--- config.mk ---
export PLATFORM = sky130hd
export DESIGN_NAME = row_softmax_unit
export DESIGN_NICKNAME = d
export VERILOG_FILES = /design/src/rtl/core/rsm_pkg.sv /design/src/rtl/core/rsm_exp.sv /design/src/rtl/core/rsm_ln.sv /design/src/rtl/core/rsm_div.sv /design/src/rtl/core/rsm_datapath.sv /design/src/rtl/core/rsm_ctrl.sv /design/src/rtl/core/row_softmax_unit.sv
export SDC_FILE = /design/constraint.sdc
export NUM_CORES = 2
export LEC_CHECK = 0
export BUFFER_PORTS_ARGS = -buffer_cell sky130_fd_sc_hd__buf_2
export CAP_MARGIN = 40
export CORE_UTILIZATION = 40
export CTS_CLUSTER_SIZE = 24
export DETAILED_ROUTE_END_ITERATION = 8
export REMOVE_ABC_BUFFERS = 1
export SLEW_MARGIN = 20
export SYNTH_ARGS = -nofsm -noshare
export SYNTH_HDL_FRONTEND = slang
export SYNTH_HIERARCHICAL = 1
export SYNTH_SLANG_ARGS = --single-unit
--- constraint.sdc ---
create_clock -name i_clk -period 10.81 [get_ports i_clk]
set_input_delay 1.081 -clock i_clk [delete_from_list [all_inputs] [get_ports i_clk]]
set_output_delay 1.081 -clock i_clk [all_outputs]
set_load 0.02 [all_outputs]
--- src/rtl/core/rsm_pkg.sv ---
// shared types, constants and tables for the row softmax unit
`timescale 1ns / 1ps
package rsm_pkg;

    localparam int RSM_MAX_ROW = 64;

    localparam int CFG_IDX_W  = 2;
    localparam int CFG_DATA_W = 7;

    localparam logic [CFG_IDX_W-1:0] CFG_LOG_MODE   = 2'd0;
    localparam logic [CFG_IDX_W-1:0] CFG_ROW_LENGTH = 2'd1;

    localparam logic [6:0] ROW_LENGTH_RST = 7'd64;

    localparam logic [32:0] LOG2E_Q16 = 33'd94548;
    localparam logic [34:0] LN2_Q16   = 35'd45426;
    localparam int          EXP_STEPS = 6;
    localparam int          LN_STEPS  = 16;

    localparam logic signed [24:0] RES_MAX = 25'sd16777215;
    localparam logic signed [24:0] RES_MIN = -25'sd16777216;
    localparam logic [22:0]        SUM_MAX = 23'h7FFFFF;

    typedef struct packed {
        logic load;
        logic sum_clr;
        logic idx_clr;
        logic idx_inc;
        logic exp_start;
        logic acc;
        logic ln_start;
        logic div_start;
        logic emit;
        logic row_clr;
    } t_dp_cmd;

    typedef struct packed {
        logic row_end;
        logic idx_last;
        logic exp_done;
        logic ln_done;
        logic div_done;
        logic mode;
    } t_dp_sts;

    // horner coefficients of 2^-f, innermost first after the seed
    function automatic logic [16:0] exp_coef(input logic [2:0] step);
        logic [16:0] c;
        unique case (step)
            3'd0:    c = 17'd87;
            3'd1:    c = 17'd630;
            3'd2:    c = 17'd3638;
            3'd3:    c = 17'd15743;
            3'd4:    c = 17'd45426;
            3'd5:    c = 17'd65536;
            default: c = 17'd0;
        endcase
        return c;
    endfunction

endpackage

--- src/rtl/core/rsm_exp.sv ---
// iterative exp(-t/256) unit, one horner step per cycle
`timescale 1ns / 1ps
module rsm_exp
    import rsm_pkg::*;
(
    input  logic        i_clk,
    input  logic        i_rst_n,
    input  logic        i_start,
    input  logic [15:0] i_t,
    output logic        o_done,
    output logic [16:0] o_value
);

    logic        r_busy, n_busy;
    logic        r_done, n_done;
    logic [2:0]  r_step, n_step;
    logic [24:0] r_y, n_y;
    logic [16:0] r_p, n_p;
    logic [16:0] r_value, n_value;

    logic [32:0] w_yprod;
    logic [32:0] w_yrnd;
    logic [8:0]  w_k;
    logic [15:0] w_f;
    logic [32:0] w_pf;
    logic [16:0] w_rnd;
    logic [17:0] w_pn;
    logic [16:0] w_sh;
    logic [17:0] w_shr;

    assign w_yprod = 33'(i_t) * LOG2E_Q16;
    assign w_yrnd  = (w_yprod + 33'd128) >> 8;
    assign w_k     = r_y[24:16];
    assign w_f     = r_y[15:0];
    assign w_pf    = 33'(r_p) * 33'(w_f);
    assign w_rnd   = w_pf[32:16] + 17'(w_pf[15]);
    assign w_pn    = 18'(exp_coef(r_step)) - 18'(w_rnd);
    assign w_sh    = r_p >> (w_k - 9'd1);
    assign w_shr   = (18'(w_sh) + 18'd1) >> 1;

    always_comb begin
        n_busy  = r_busy;
        n_done  = 1'b0;
        n_step  = r_step;
        n_y     = r_y;
        n_p     = r_p;
        n_value = r_value;
        if (i_start) begin
            n_busy = 1'b1;
            n_step = 3'd0;
            n_y    = w_yrnd[24:0];
            n_p    = 17'd10;
        end else if (r_busy) begin
            if (w_k >= 9'd18) begin
                n_value = 17'd0;
                n_done  = 1'b1;
                n_busy  = 1'b0;
            end else if (r_step < 3'(EXP_STEPS)) begin
                n_p    = w_pn[16:0];
                n_step = r_step + 3'd1;
            end else begin
                n_value = (w_k == 9'd0) ? r_p : w_shr[16:0];
                n_done  = 1'b1;
                n_busy  = 1'b0;
            end
        end
    end

    always_ff @(posedge i_clk) begin
        if (!i_rst_n) begin
            r_busy <= 1'b0;
            r_done <= 1'b0;
        end else begin
            r_busy <= n_busy;
            r_done <= n_done;
        end
        r_step  <= n_step;
        r_y     <= n_y;
        r_p     <= n_p;
        r_value <= n_value;
    end

    assign o_done  = r_done;
    assign o_value = r_value;

endmodule

--- src/rtl/core/rsm_ln.sv ---
// iterative natural log unit, one squaring step per cycle
`timescale 1ns / 1ps
module rsm_ln
    import rsm_pkg::*;
(
    input  logic        i_clk,
    input  logic        i_rst_n,
    input  logic        i_start,
    input  logic [22:0] i_sum,
    output logic        o_done,
    output logic [18:0] o_ln
);

    logic        r_busy, n_busy;
    logic        r_done, n_done;
    logic [4:0]  r_step, n_step;
    logic [2:0]  r_e, n_e;
    logic        r_zero, n_zero;
    logic [16:0] r_m, n_m;
    logic [15:0] r_frac, n_frac;
    logic [18:0] r_ln, n_ln;

    logic [2:0]  w_e;
    logic [22:0] w_norm;
    logic [33:0] w_sq;
    logic [17:0] w_m2;
    logic [34:0] w_lp;

    always_comb begin
        priority if (i_sum[22]) w_e = 3'd6;
        else if (i_sum[21])     w_e = 3'd5;
        else if (i_sum[20])     w_e = 3'd4;
        else if (i_sum[19])     w_e = 3'd3;
        else if (i_sum[18])     w_e = 3'd2;
        else if (i_sum[17])     w_e = 3'd1;
        else                    w_e = 3'd0;
    end

    assign w_norm = i_sum >> w_e;
    assign w_sq   = 34'(r_m) * 34'(r_m);
    assign w_m2   = w_sq[33:16];
    assign w_lp   = 35'({r_e, r_frac}) * LN2_Q16 + 35'd32768;

    always_comb begin
        n_busy = r_busy;
        n_done = 1'b0;
        n_step = r_step;
        n_e    = r_e;
        n_zero = r_zero;
        n_m    = r_m;
        n_frac = r_frac;
        n_ln   = r_ln;
        if (i_start) begin
            n_busy = 1'b1;
            n_step = 5'd0;
            n_e    = w_e;
            n_zero = (i_sum[22:16] == 7'd0);
            n_m    = w_norm[16:0];
            n_frac = 16'd0;
        end else if (r_busy) begin
            if (r_step < 5'(LN_STEPS)) begin
                n_m    = w_m2[17] ? w_m2[17:1] : w_m2[16:0];
                n_frac = {r_frac[14:0], w_m2[17]};
                n_step = r_step + 5'd1;
            end else begin
                n_ln   = r_zero ? 19'd0 : w_lp[34:16];
                n_done = 1'b1;
                n_busy = 1'b0;
            end
        end
    end

    always_ff @(posedge i_clk) begin
        if (!i_rst_n) begin
            r_busy <= 1'b0;
            r_done <= 1'b0;
        end else begin
            r_busy <= n_busy;
            r_done <= n_done;
        end
        r_step <= n_step;
        r_e    <= n_e;
        r_zero <= n_zero;
        r_m    <= n_m;
        r_frac <= n_frac;
        r_ln   <= n_ln;
    end

    assign o_done = r_done;
    assign o_ln   = r_ln;

endmodule

--- src/rtl/core/rsm_div.sv ---
// restoring divider, one quotient bit per cycle
`timescale 1ns / 1ps
module rsm_div
    import rsm_pkg::*;
(
    input  logic        i_clk,
    input  logic        i_rst_n,
    input  logic        i_start,
    input  logic [32:0] i_num,
    input  logic [22:0] i_den,
    output logic        o_done,
    output logic [32:0] o_quot
);

    logic        r_busy, n_busy;
    logic        r_done, n_done;
    logic [5:0]  r_cnt, n_cnt;
    logic [32:0] r_q, n_q;
    logic [22:0] r_rem, n_rem;
    logic [22:0] r_den, n_den;

    logic [23:0] w_rem2;
    logic        w_ge;

    assign w_rem2 = {r_rem, r_q[32]};
    assign w_ge   = (w_rem2 >= 24'(r_den));

    always_comb begin
        n_busy = r_busy;
        n_done = 1'b0;
        n_cnt  = r_cnt;
        n_q    = r_q;
        n_rem  = r_rem;
        n_den  = r_den;
        if (i_start) begin
            n_busy = 1'b1;
            n_cnt  = 6'd0;
            n_q    = i_num;
            n_rem  = 23'd0;
            n_den  = i_den;
        end else if (r_busy) begin
            n_rem = w_ge ? 23'(w_rem2 - 24'(r_den)) : w_rem2[22:0];
            n_q   = {r_q[31:0], w_ge};
            n_cnt = r_cnt + 6'd1;
            if (r_cnt == 6'd32) begin
                if (r_den == 23'd0) begin
                    n_q = 33'd0;
                end
                n_done = 1'b1;
                n_busy = 1'b0;
            end
        end
    end

    always_ff @(posedge i_clk) begin
        if (!i_rst_n) begin
            r_busy <= 1'b0;
            r_done <= 1'b0;
        end else begin
            r_busy <= n_busy;
            r_done <= n_done;
        end
        r_cnt <= n_cnt;
        r_q   <= n_q;
        r_rem <= n_rem;
        r_den <= n_den;
    end

    assign o_done = r_done;
    assign o_quot = r_q;

endmodule

--- src/rtl/core/rsm_datapath.sv ---
// row buffer, running max, exp sum, arithmetic units and result register
`timescale 1ns / 1ps
module rsm_datapath
    import rsm_pkg::*;
#(
    parameter int MAX_ROW = RSM_MAX_ROW
) (
    input  logic                  i_clk,
    input  logic                  i_rst_n,
    input  logic                  i_cfg_wr_en,
    input  logic [CFG_IDX_W-1:0]  i_cfg_index,
    input  logic [CFG_DATA_W-1:0] i_cfg_wdata,
    input  logic signed [15:0]    i_element_value,
    input  t_dp_cmd               i_cmd,
    output t_dp_sts               o_sts,
    output logic                  o_result_valid,
    output logic signed [24:0]    o_result_value,
    output logic                  o_last_of_row
);

    localparam int AW = $clog2(MAX_ROW);
    localparam int CW = $clog2(MAX_ROW + 1);
    localparam int LW = (CW > 7) ? CW : 7;
    localparam logic [LW-1:0] MAX_LEN = LW'(MAX_ROW);

    logic [15:0] mem_row [MAX_ROW];

    logic               r_log_mode;
    logic [6:0]         r_row_length;
    logic               r_mode;
    logic [CW-1:0]      r_count;
    logic [AW-1:0]      r_idx;
    logic signed [15:0] r_max;
    logic signed [15:0] r_rdata;
    logic [22:0]        r_sum;
    logic               r_out_valid;
    logic               r_out_last;
    logic signed [24:0] r_out_value;
    logic signed [24:0] n_out_value;

    logic [LW-1:0]      w_rl;
    logic [LW-1:0]      w_len;
    logic [LW-1:0]      w_cnt_inc;
    logic               w_idx_last;
    logic [16:0]        w_diff;
    logic [23:0]        w_sum_add;
    logic               w_exp_done;
    logic [16:0]        w_exp;
    logic               w_ln_done;
    logic [18:0]        w_ln;
    logic               w_div_done;
    logic [32:0]        w_quot;
    logic [32:0]        w_num;
    logic signed [26:0] w_log;

    assign w_rl      = LW'(r_row_length);
    assign w_len     = (w_rl == '0) ? LW'(1) : ((w_rl > MAX_LEN) ? MAX_LEN : w_rl);
    assign w_cnt_inc = LW'(r_count) + LW'(1);
    assign w_idx_last = ((LW'(r_idx) + LW'(1)) == LW'(r_count));
    assign w_diff    = 17'(r_max) - 17'(r_rdata);
    assign w_sum_add = 24'(r_sum) + 24'(w_exp);
    assign w_num     = {w_exp[16:0], 16'd0} + 33'(r_sum[22:1]);
    assign w_log     = ($signed(27'(signed'(w_diff))) * -27'sd256)
                       - $signed(27'(w_ln));

    always_ff @(posedge i_clk) begin
        if (!i_rst_n) begin
            r_log_mode   <= 1'b0;
            r_row_length <= ROW_LENGTH_RST;
        end else if (i_cfg_wr_en) begin
            if (i_cfg_index == CFG_LOG_MODE) begin
                r_log_mode <= i_cfg_wdata[0];
            end else if (i_cfg_index == CFG_ROW_LENGTH) begin
                r_row_length <= i_cfg_wdata[6:0];
            end
        end
    end

    always_ff @(posedge i_clk) begin
        if (i_cmd.load) begin
            mem_row[r_count[AW-1:0]] <= i_element_value;
        end
        r_rdata <= mem_row[r_idx];
    end

    always_ff @(posedge i_clk) begin
        if (!i_rst_n) begin
            r_count <= '0;
            r_max   <= 16'sh8000;
            r_idx   <= '0;
            r_sum   <= '0;
            r_mode  <= 1'b0;
        end else begin
            if (i_cmd.row_clr) begin
                r_count <= '0;
                r_max   <= 16'sh8000;
            end else if (i_cmd.load) begin
                r_count <= CW'(w_cnt_inc);
                if (i_element_value > r_max) begin
                    r_max <= i_element_value;
                end
                if (w_cnt_inc >= w_len) begin
                    r_mode <= r_log_mode;
                end
            end
            if (i_cmd.idx_clr) begin
                r_idx <= '0;
            end else if (i_cmd.idx_inc) begin
                r_idx <= r_idx + AW'(1);
            end
            if (i_cmd.sum_clr) begin
                r_sum <= '0;
            end else if (i_cmd.acc) begin
                r_sum <= w_sum_add[23] ? SUM_MAX : w_sum_add[22:0];
            end
        end
    end

    rsm_exp u_exp (
        .i_clk   (i_clk),
        .i_rst_n (i_rst_n),
        .i_start (i_cmd.exp_start),
        .i_t     (w_diff[15:0]),
        .o_done  (w_exp_done),
        .o_value (w_exp)
    );

    rsm_ln u_ln (
        .i_clk   (i_clk),
        .i_rst_n (i_rst_n),
        .i_start (i_cmd.ln_start),
        .i_sum   (r_sum),
        .o_done  (w_ln_done),
        .o_ln    (w_ln)
    );

    rsm_div u_div (
        .i_clk   (i_clk),
        .i_rst_n (i_rst_n),
        .i_start (i_cmd.div_start),
        .i_num   (w_num),
        .i_den   (r_sum),
        .o_done  (w_div_done),
        .o_quot  (w_quot)
    );

    always_comb begin
        if (r_mode) begin
            if (w_log < 27'(RES_MIN)) begin
                n_out_value = RES_MIN;
            end else if (w_log > 27'(RES_MAX)) begin
                n_out_value = RES_MAX;
            end else begin
                n_out_value = w_log[24:0];
            end
        end else begin
            n_out_value = (w_quot > 33'(RES_MAX)) ? RES_MAX : w_quot[24:0];
        end
    end

    always_ff @(posedge i_clk) begin
        if (!i_rst_n) begin
            r_out_valid <= 1'b0;
            r_out_last  <= 1'b0;
        end else begin
            r_out_valid <= i_cmd.emit;
            r_out_last  <= i_cmd.emit & w_idx_last;
        end
        if (i_cmd.emit) begin
            r_out_value <= n_out_value;
        end
    end

    assign o_sts.row_end  = (w_cnt_inc >= w_len);
    assign o_sts.idx_last = w_idx_last;
    assign o_sts.exp_done = w_exp_done;
    assign o_sts.ln_done  = w_ln_done;
    assign o_sts.div_done = w_div_done;
    assign o_sts.mode     = r_mode;

    assign o_result_valid = r_out_valid;
    assign o_result_value = r_out_value;
    assign o_last_of_row  = r_out_last;

endmodule

--- src/rtl/core/rsm_ctrl.sv ---
// controller state machine: load, sum, log and emit passes
`timescale 1ns / 1ps
module rsm_ctrl
    import rsm_pkg::*;
(
    input  logic    i_clk,
    input  logic    i_rst_n,
    input  logic    i_start,
    input  t_dp_sts i_sts,
    output t_dp_cmd o_cmd,
    output logic    o_busy
);

    typedef enum logic [9:0] {
        S_LOAD      = 10'b0000000001,
        S_SUM_RD    = 10'b0000000010,
        S_SUM_EXP   = 10'b0000000100,
        S_SUM_WAIT  = 10'b0000001000,
        S_LN_GO     = 10'b0000010000,
        S_LN_WAIT   = 10'b0000100000,
        S_EMIT_RD   = 10'b0001000000,
        S_EMIT_EXP  = 10'b0010000000,
        S_EMIT_WAIT = 10'b0100000000,
        S_DIV_WAIT  = 10'b1000000000
    } t_state;

    t_state  r_state, n_state;
    t_dp_cmd w_cmd;

    always_comb begin
        n_state = r_state;
        w_cmd   = '0;
        unique case (r_state)
            S_LOAD: begin
                if (i_start) begin
                    w_cmd.load = 1'b1;
                    if (i_sts.row_end) begin
                        w_cmd.sum_clr = 1'b1;
                        w_cmd.idx_clr = 1'b1;
                        n_state       = S_SUM_RD;
                    end
                end
            end
            S_SUM_RD: begin
                n_state = S_SUM_EXP;
            end
            S_SUM_EXP: begin
                w_cmd.exp_start = 1'b1;
                n_state         = S_SUM_WAIT;
            end
            S_SUM_WAIT: begin
                if (i_sts.exp_done) begin
                    w_cmd.acc = 1'b1;
                    if (i_sts.idx_last) begin
                        w_cmd.idx_clr = 1'b1;
                        n_state       = i_sts.mode ? S_LN_GO : S_EMIT_RD;
                    end else begin
                        w_cmd.idx_inc = 1'b1;
                        n_state       = S_SUM_RD;
                    end
                end
            end
            S_LN_GO: begin
                w_cmd.ln_start = 1'b1;
                n_state        = S_LN_WAIT;
            end
            S_LN_WAIT: begin
                if (i_sts.ln_done) begin
                    n_state = S_EMIT_RD;
                end
            end
            S_EMIT_RD: begin
                n_state = S_EMIT_EXP;
            end
            S_EMIT_EXP: begin
                if (i_sts.mode) begin
                    w_cmd.emit = 1'b1;
                    if (i_sts.idx_last) begin
                        w_cmd.row_clr = 1'b1;
                        n_state       = S_LOAD;
                    end else begin
                        w_cmd.idx_inc = 1'b1;
                        n_state       = S_EMIT_RD;
                    end
                end else begin
                    w_cmd.exp_start = 1'b1;
                    n_state         = S_EMIT_WAIT;
                end
            end
            S_EMIT_WAIT: begin
                if (i_sts.exp_done) begin
                    w_cmd.div_start = 1'b1;
                    n_state         = S_DIV_WAIT;
                end
            end
            S_DIV_WAIT: begin
                if (i_sts.div_done) begin
                    w_cmd.emit = 1'b1;
                    if (i_sts.idx_last) begin
                        w_cmd.row_clr = 1'b1;
                        n_state       = S_LOAD;
                    end else begin
                        w_cmd.idx_inc = 1'b1;
                        n_state       = S_EMIT_RD;
                    end
                end
            end
            default: begin
                n_state = S_LOAD;
            end
        endcase
    end

    always_ff @(posedge i_clk) begin
        if (!i_rst_n) begin
            r_state <= S_LOAD;
        end else begin
            r_state <= n_state;
        end
    end

    assign o_cmd  = w_cmd;
    assign o_busy = (r_state != S_LOAD);

endmodule

--- src/rtl/core/row_softmax_unit.sv ---
// top level of the row softmax / log-softmax unit
`timescale 1ns / 1ps
// Elements of a row are taken one per cycle while o_busy is low; the request
// that completes the row raises o_busy until every result of the row has been
// strobed out on o_result_valid, one cycle each, in arrival order, with
// o_last_of_row on the final one. The receiver cannot stall. Per element the
// sum pass runs a buffer read and the iterative exp unit; the emit pass runs
// the exp unit and then the bit-serial divider in softmax mode, and only a
// buffer read in log mode, which also runs the squaring ln unit once per
// row.
module row_softmax_unit
    import rsm_pkg::*;
#(
    parameter int MAX_ROW = RSM_MAX_ROW
) (
    input  logic                  i_clk,
    input  logic                  i_rst_n,
    input  logic                  i_start,
    output logic                  o_busy,
    input  logic signed [15:0]    i_element_value,
    input  logic                  i_cfg_wr_en,
    input  logic [CFG_IDX_W-1:0]  i_cfg_index,
    input  logic [CFG_DATA_W-1:0] i_cfg_wdata,
    output logic                  o_result_valid,
    output logic signed [24:0]    o_result_value,
    output logic                  o_last_of_row
);

    t_dp_cmd w_cmd;
    t_dp_sts w_sts;

    rsm_ctrl u_ctrl (
        .i_clk   (i_clk),
        .i_rst_n (i_rst_n),
        .i_start (i_start),
        .i_sts   (w_sts),
        .o_cmd   (w_cmd),
        .o_busy  (o_busy)
    );

    rsm_datapath #(
        .MAX_ROW (MAX_ROW)
    ) u_datapath (
        .i_clk           (i_clk),
        .i_rst_n         (i_rst_n),
        .i_cfg_wr_en     (i_cfg_wr_en),
        .i_cfg_index     (i_cfg_index),
        .i_cfg_wdata     (i_cfg_wdata),
        .i_element_value (i_element_value),
        .i_cmd           (w_cmd),
        .o_sts           (w_sts),
        .o_result_valid  (o_result_valid),
        .o_result_value  (o_result_value),
        .o_last_of_row   (o_last_of_row)
    );

endmodule

== Yosys cells after proc, flatten, opt, wreduce, memory -nomap -nowiden ==
Memories as Yosys holds them, arrays and structs flattened. A register that Yosys moved wholly into a read port is not among the register bits.
Index checks and enable logic that the tools add are counted.
Cells by class
  add/sub/neg operators: 18
  $mul: 4
  order comparisons: 10
  equality and inequality tests: 26
  shifts and indexed selects: 2
  multiplexer cells: 71
  bitwise operators: 11
  reductions and logical operators: 25
Operators with widths (number)
  33-bit 2-to-1 mux: 4
  17-bit 2-to-1 mux: 6
  17-bit one-hot mux with 6 select lines: 1
  25-bit 2-to-1 mux: 4
  10-bit one-hot mux with 10 select lines: 1
  10-bit 2-to-1 mux: 8
  23-bit 2-to-1 mux: 2
  35-bit by 16-bit adder with 35-bit output (second input constant): 1
  17-bit by 17-bit multiplier with 34-bit output: 1
  19-bit by 15-bit multiplier with 34-bit output (second input constant): 1
  33-bit by 22-bit adder with 33-bit output: 1
  33-bit by 8-bit adder with 33-bit output (second input constant): 1
  33-bit by 24-bit > comparator with 1-bit output (second input constant): 1
  17-bit by 16-bit multiplier with 33-bit output: 1
  16-bit by 15-bit multiplier with 31-bit output (second input constant): 1
  7-bit 2-to-1 mux: 4
  27-bit by 25-bit > comparator with 1-bit output (second input constant): 1
  27-bit by 25-bit < comparator with 1-bit output (second input constant): 1
  27-bit by 20-bit subtractor with 27-bit output: 1
  1-bit 2-to-1 mux: 26
  23-bit by 17-bit adder with 24-bit output: 1
  24-bit by 23-bit greater-or-equal comparator with 1-bit output: 1
  23-bit zero test: 1
  23-bit by 3-bit right shift with 17-bit output: 1
  55 further kinds: 96
Storage, ports and cells
  flip-flop bits (word level): 312
  RAM bits: 1024
  input bits: 29
  word-level logic and storage cells: 199
  memories kept: 1
Memories
  u_datapath.mem_row: depth 64, width 16, rd ports 1, clocked after memory_dff 1, write ports 1, line rsm_datapath.sv:26  | logic [15:0] mem_row [MAX_ROW];

== Depth between registers and ports, before layout ==
  word-level depth: 9
  mapped depth: 37

== By module ==
The synthesis kept the hierarchy.
By module, submodules not included
  rsm_datapath: times used 1, cells an instance 2513, area an instance 47241.6 sq um, seq. area each 33081.7 sq um
  rsm_exp: times used 1, cells an instance 2049, area an instance 18261.3 sq um, seq. area each 1701.6 sq um
  rsm_ln: times used 1, cells an instance 1702, area an instance 15962.8 sq um, seq. area each 1661.6 sq um
  rsm_div: times used 1, cells an instance 484, area an instance 4865.9 sq um, seq. area each 2302.2 sq um
  rsm_ctrl: times used 1, cells an instance 93, area an instance 785.8 sq um, seq. area each 200.2 sq um

== Worst setup path after synthesis ==
No wires, ideal clock.
  path type: reg2reg
  start: reg u_datapath.u_exp.r_p[6]
  end: reg u_datapath.u_exp.r_p[16]
  library setup time: 129 ps
  data arrival time: 8024 ps
  required time: 10681 ps
  setup slack: 2658 ps
  stages on the path, launching flop included: 34
  buffers on the path: 2
  cell sequence: dfxtp_1 -> clkbuf_1 -> clkbuf_1 -> nand2_1 -> fa_1 -> inv_1 -> fa_1 -> fa_1 -> fa_1 -> fa_1 -> inv_1 -> fa_1 -> inv_1 -> ha_1 -> a21o_1 -> a31o_2 -> a22oi_1 -> a211oi_1 -> nor2_1 -> a21oi_1 -> a21o_1 -> a211oi_1 -> nor2_1 -> ha_1 -> inv_1 -> ha_1 -> a21o_1 -> a21o_1 -> or3_1 -> o21a_1 -> and4_1 -> nor3_1 -> xnor2_1 -> o21ai_0
Between the ends
  cells in the longest elaborated chain, start to end: 3
Ends and longest elaborated chain
  start: declaration: line rsm_exp.sv:18  | logic [16:0] r_p, n_p;
  start signal: assignment: line rsm_exp.sv:79  | r_p <= n_p;
  17-bit by 16-bit multiplier with 33-bit output: line rsm_exp.sv:35  | assign w_pf = 33'(r_p) * 33'(w_f);
  17-bit by 1-bit adder with 17-bit output: line rsm_exp.sv:36  | assign w_rnd = w_pf[32:16] + 17'(w_pf[15]);
  17-bit subtractor: line rsm_exp.sv:37  | assign w_pn = 18'(exp_coef(r_step)) - 18'(w_rnd);
No other way between the ends.
A chain may end at the register's enable or synchronous reset.

== Worst setup path in the final report ==
  start: reg u_datapath.u_exp.r_y[12]
  end: reg u_datapath.u_exp.r_p[16]
Between the ends
  cells in the longest elaborated chain, start to end: 3
Ends and longest elaborated chain
  start: declaration: line rsm_exp.sv:17  | logic [24:0] r_y, n_y;
  start signal: assignment: line rsm_exp.sv:78  | r_y <= n_y;
  17-bit by 16-bit multiplier with 33-bit output: line rsm_exp.sv:35
  17-bit by 1-bit adder with 17-bit output: line rsm_exp.sv:36
  17-bit subtractor: line rsm_exp.sv:37
No other way between the ends.

==> flow_metrics.tcl <==
set metrics [dict create \
    setup_viol 0 \
    synth_edf_count 1187 \
    routabilityCongestion 0.879 \
    max-slew-margin-rel 0.327 \
    ys_types 126 \
    routed_wl_um 213000 \
    synth_top_flop_cell "edfxtp_1" \
    yosysWarnings 6 \
    max_stage_delay_ns 0.66 \
    start_kind "flip-flop" \
    dieArea_um2 220000 \
    die_w_um 469 \
    post_cts_resized 0 \
    crit_path_max_fanout 17 \
    grt_usage 0.197 \
    cts_sinks 1352 \
    met2RoutedLength_um 106000 \
    period_minus_slack_ns 9.10 \
    grt_antenna_before_repair 8 \
    post_cts_buffers 0 \
    maxSlewViolCount 0 \
    place.port_buffers 56 \
    cp_common_cell "fa_1" \
    max_freq_ghz 0.110 \
    slowest_stage "a211oi_1" \
    yosysSeqAreaShare 0.447 \
    worstSetupPathType "reg -> reg" \
    vias 53535 \
    endpoint_kind "flip-flop" \
    clkTransAtPathRegs_ns 0.06 \
    core_um2 215000 \
    viasPerCell 5.41 \
    cts_buffers 146 \
    rsz0062_at_grt "false" \
    path_delay_family "adder cells" \
    drt-wirelength-per-cell_um 21.5 \
    wirelength_met1_um 90600 \
    grt_pass1_wl_um 332000 \
    cap_viol_max_count 0 \
    multi_input_area_um2 43600 \
    grt_pass1_vias 55538 \
    worst_pin_slew_ns 1.01 \
    finalHoldViolCount 0 \
    required_ns 11.40 \
    fill_cells 19380 \
    synthCells 6841 \
    clockBufferDepth 3 \
    worstPathArrival_ns 9.69 \
    fin_crit_sh 0.841 \
    ff_latch_area_um2 39000 \
    ios 57 \
    grt-ovfl-total 0 \
    ys_seq_elements 1352 \
    first_pass_iters 6 \
    dr_wl_met3_um 11600 \
    top_layer "met4" \
    ant_nets 0 \
    fin_nets 8131 \
    final_common_cell "edfxtp_1" \
    cp_num_buf_inv 5 \
    first_iter_violations 4177 \
    ys_async_sr_fraction 0 \
    synthTopCellsByArea "edfxtp_1 (41%), fa_1 (13%), mux4_2 (8.9%)" \
    hold_class "reg -> reg" \
    die_y_um 469 \
    stdcell_area_um2 96300 \
    synth_area_per_cell_um2 12.7 \
    fin_skew_ns 0.0605 \
    synth_area_um2 87100 \
    outcome "completed" \
    cts_hold_buf 0 \
    synth_top_area_cell "edfxtp_1" \
    hpwl_um 152000 \
    area_delta_synth_final_pct 10.5 \
    htreeDepth 4 \
    yosysTopAreaCellShare 0.409 \
    final_cell_mix "edfxtp_1 (1,187), inv_1 (924), ha_1 (608)" \
    post_dp_cell_area_um2 91100 \
    drc 0 \
    root_buffer "clkbuf_16" \
    tritoncts "done" \
    worstSkewPairLatency_ns 0.79 \
    grt_max_degree 107 \
    num_rows 170 \
    fin_setup_tns_ns 0 \
    drive_above_1_share 0.130 \
    initial_core_util 0.404 \
]
==> worst min-delay path, delay by kind of cell (launching register included) <==
family / cells / cell delay, ns
flip-flops: 1 / 0.33
AND/OR/NAND/NOR: 1 / 0.06
AO/OA/AOI/OAI: 1 / 0.05
==> synth_stat cells, drive strengths merged (46+ instances only) <==
| cell | n |
|---|---|
| dfxtp | 165 |
| fa | 562 |
| a21o | 62 |
| xnor2 | 160 |
| nand2 | 507 |
| a31oi | 46 |
| o21ai | 192 |
| inv | 925 |
| nand3 | 78 |
| nor2 | 341 |
| mux4 | 344 |
| nor3 | 81 |
| edfxtp | 1187 |
| a211oi | 46 |
| ha | 608 |
| a21oi | 222 |
| nand4 | 51 |
| mux2i | 81 |
| nor2b | 46 |
| and2 | 213 |
| xor2 | 101 |
| clkbuf | 209 |
| buf | 68 |
==> layer usage <==
layer | global-route usage | up-vias
li1 | - | 24538
met5 | 0 | -
met1 | 0.258 | 27321
met4 | 0.0514 | 0
met2 | 0.339 | 1389
met3 | 0.0278 | 287
==> through the flow <==
| step | setup WS (ns) | std cells | utilization | hold slack (ns) |
|---|---|---|---|---|
| 2_1_floorplan | -2.67 | 6564 | - | 0.453 |
| 6_report | 1.71 | 9891 | 0.447 | 0.490 |
| 4_1_cts | 1.66 | 9876 | 0.446 | 0.486 |
| 3_5_place_dp | 1.69 | 9608 | 0.423 | 0.475 |
| 3_3_place_gp | 1.90 | 9588 | 0.422 | 0.463 |
| 5_1_grt | 1.13 | 9890 | 0.447 | 0.506 |
==> final timing paths <==
kind | from | end | slack (ns) | depth (start not counted)
max | u_datapath/u_exp/r_y[12] | u_datapath/u_exp/r_p[16] | 1.71 | 32
min | u_datapath/u_ln/r_step[1] | u_datapath/u_ln/r_step[1] | 0.49 | 2
max reg2reg | u_datapath/u_exp/r_y[12] | u_datapath/u_exp/r_p[16] | 1.71 | 32
min reg2reg | u_datapath/u_ln/r_step[1] | u_datapath/u_ln/r_step[1] | 0.49 | 2
==> cell type report <==
| type | instances | share of cell area |
|---|---|---|
| Antenna cell | 1 | 0.0000260 |
| Clock buffer | 170 | 0.0397 |
| Clock inverter | 98 | 0.0112 |
| Inverter | 928 | 0.0362 |
| Multi-Input combinational cell | 4284 | 0.453 |
| Sequential cell | 1352 | 0.405 |
| Tap cell | 2838 | 0.0369 |
| Timing Repair Buffer | 220 | 0.0185 |
==> sequential cells by signal, indices dropped and copies added (netlist names), 3 cells and up <==
register	flops
u_datapath/mem_row	1024
u_datapath/u_div/r_rem	23
u_datapath/u_ln/r_e	3
u_datapath/r_idx	6
u_datapath/u_exp/r_p	17
u_datapath/u_div/o_quot	33
u_datapath/u_ln/r_frac	16
u_datapath/u_ln/r_m	17
u_datapath/u_ln/o_ln	19
u_datapath/u_div/r_den	23
u_datapath/u_exp/o_value	17
u_datapath/u_ln/r_step	5
u_datapath/o_result_value	25
u_datapath/r_rdata	16
u_datapath/u_exp/r_step	3
u_datapath/u_exp/r_y	25
u_datapath/r_max	16
u_datapath/u_div/r_cnt	6
u_datapath/r_sum	23
u_ctrl/r_state	10
u_datapath/r_row_length	7
u_datapath/r_count	7
==> logic make-up after synthesis <==
kind of cell	count (synthesis)	share of synthesized area
compound gates	875	0.0689
xor+xnor	261	0.0264
fa+ha+maj	1170	0.216
buf+inv	1205	0.0536
flops	1352	0.447
mux	436	0.0997
simple gates	1542	0.0879
Power is not shown: default switching activity piles up to over one toggle a cycle in this logic, so the estimate is an artifact.
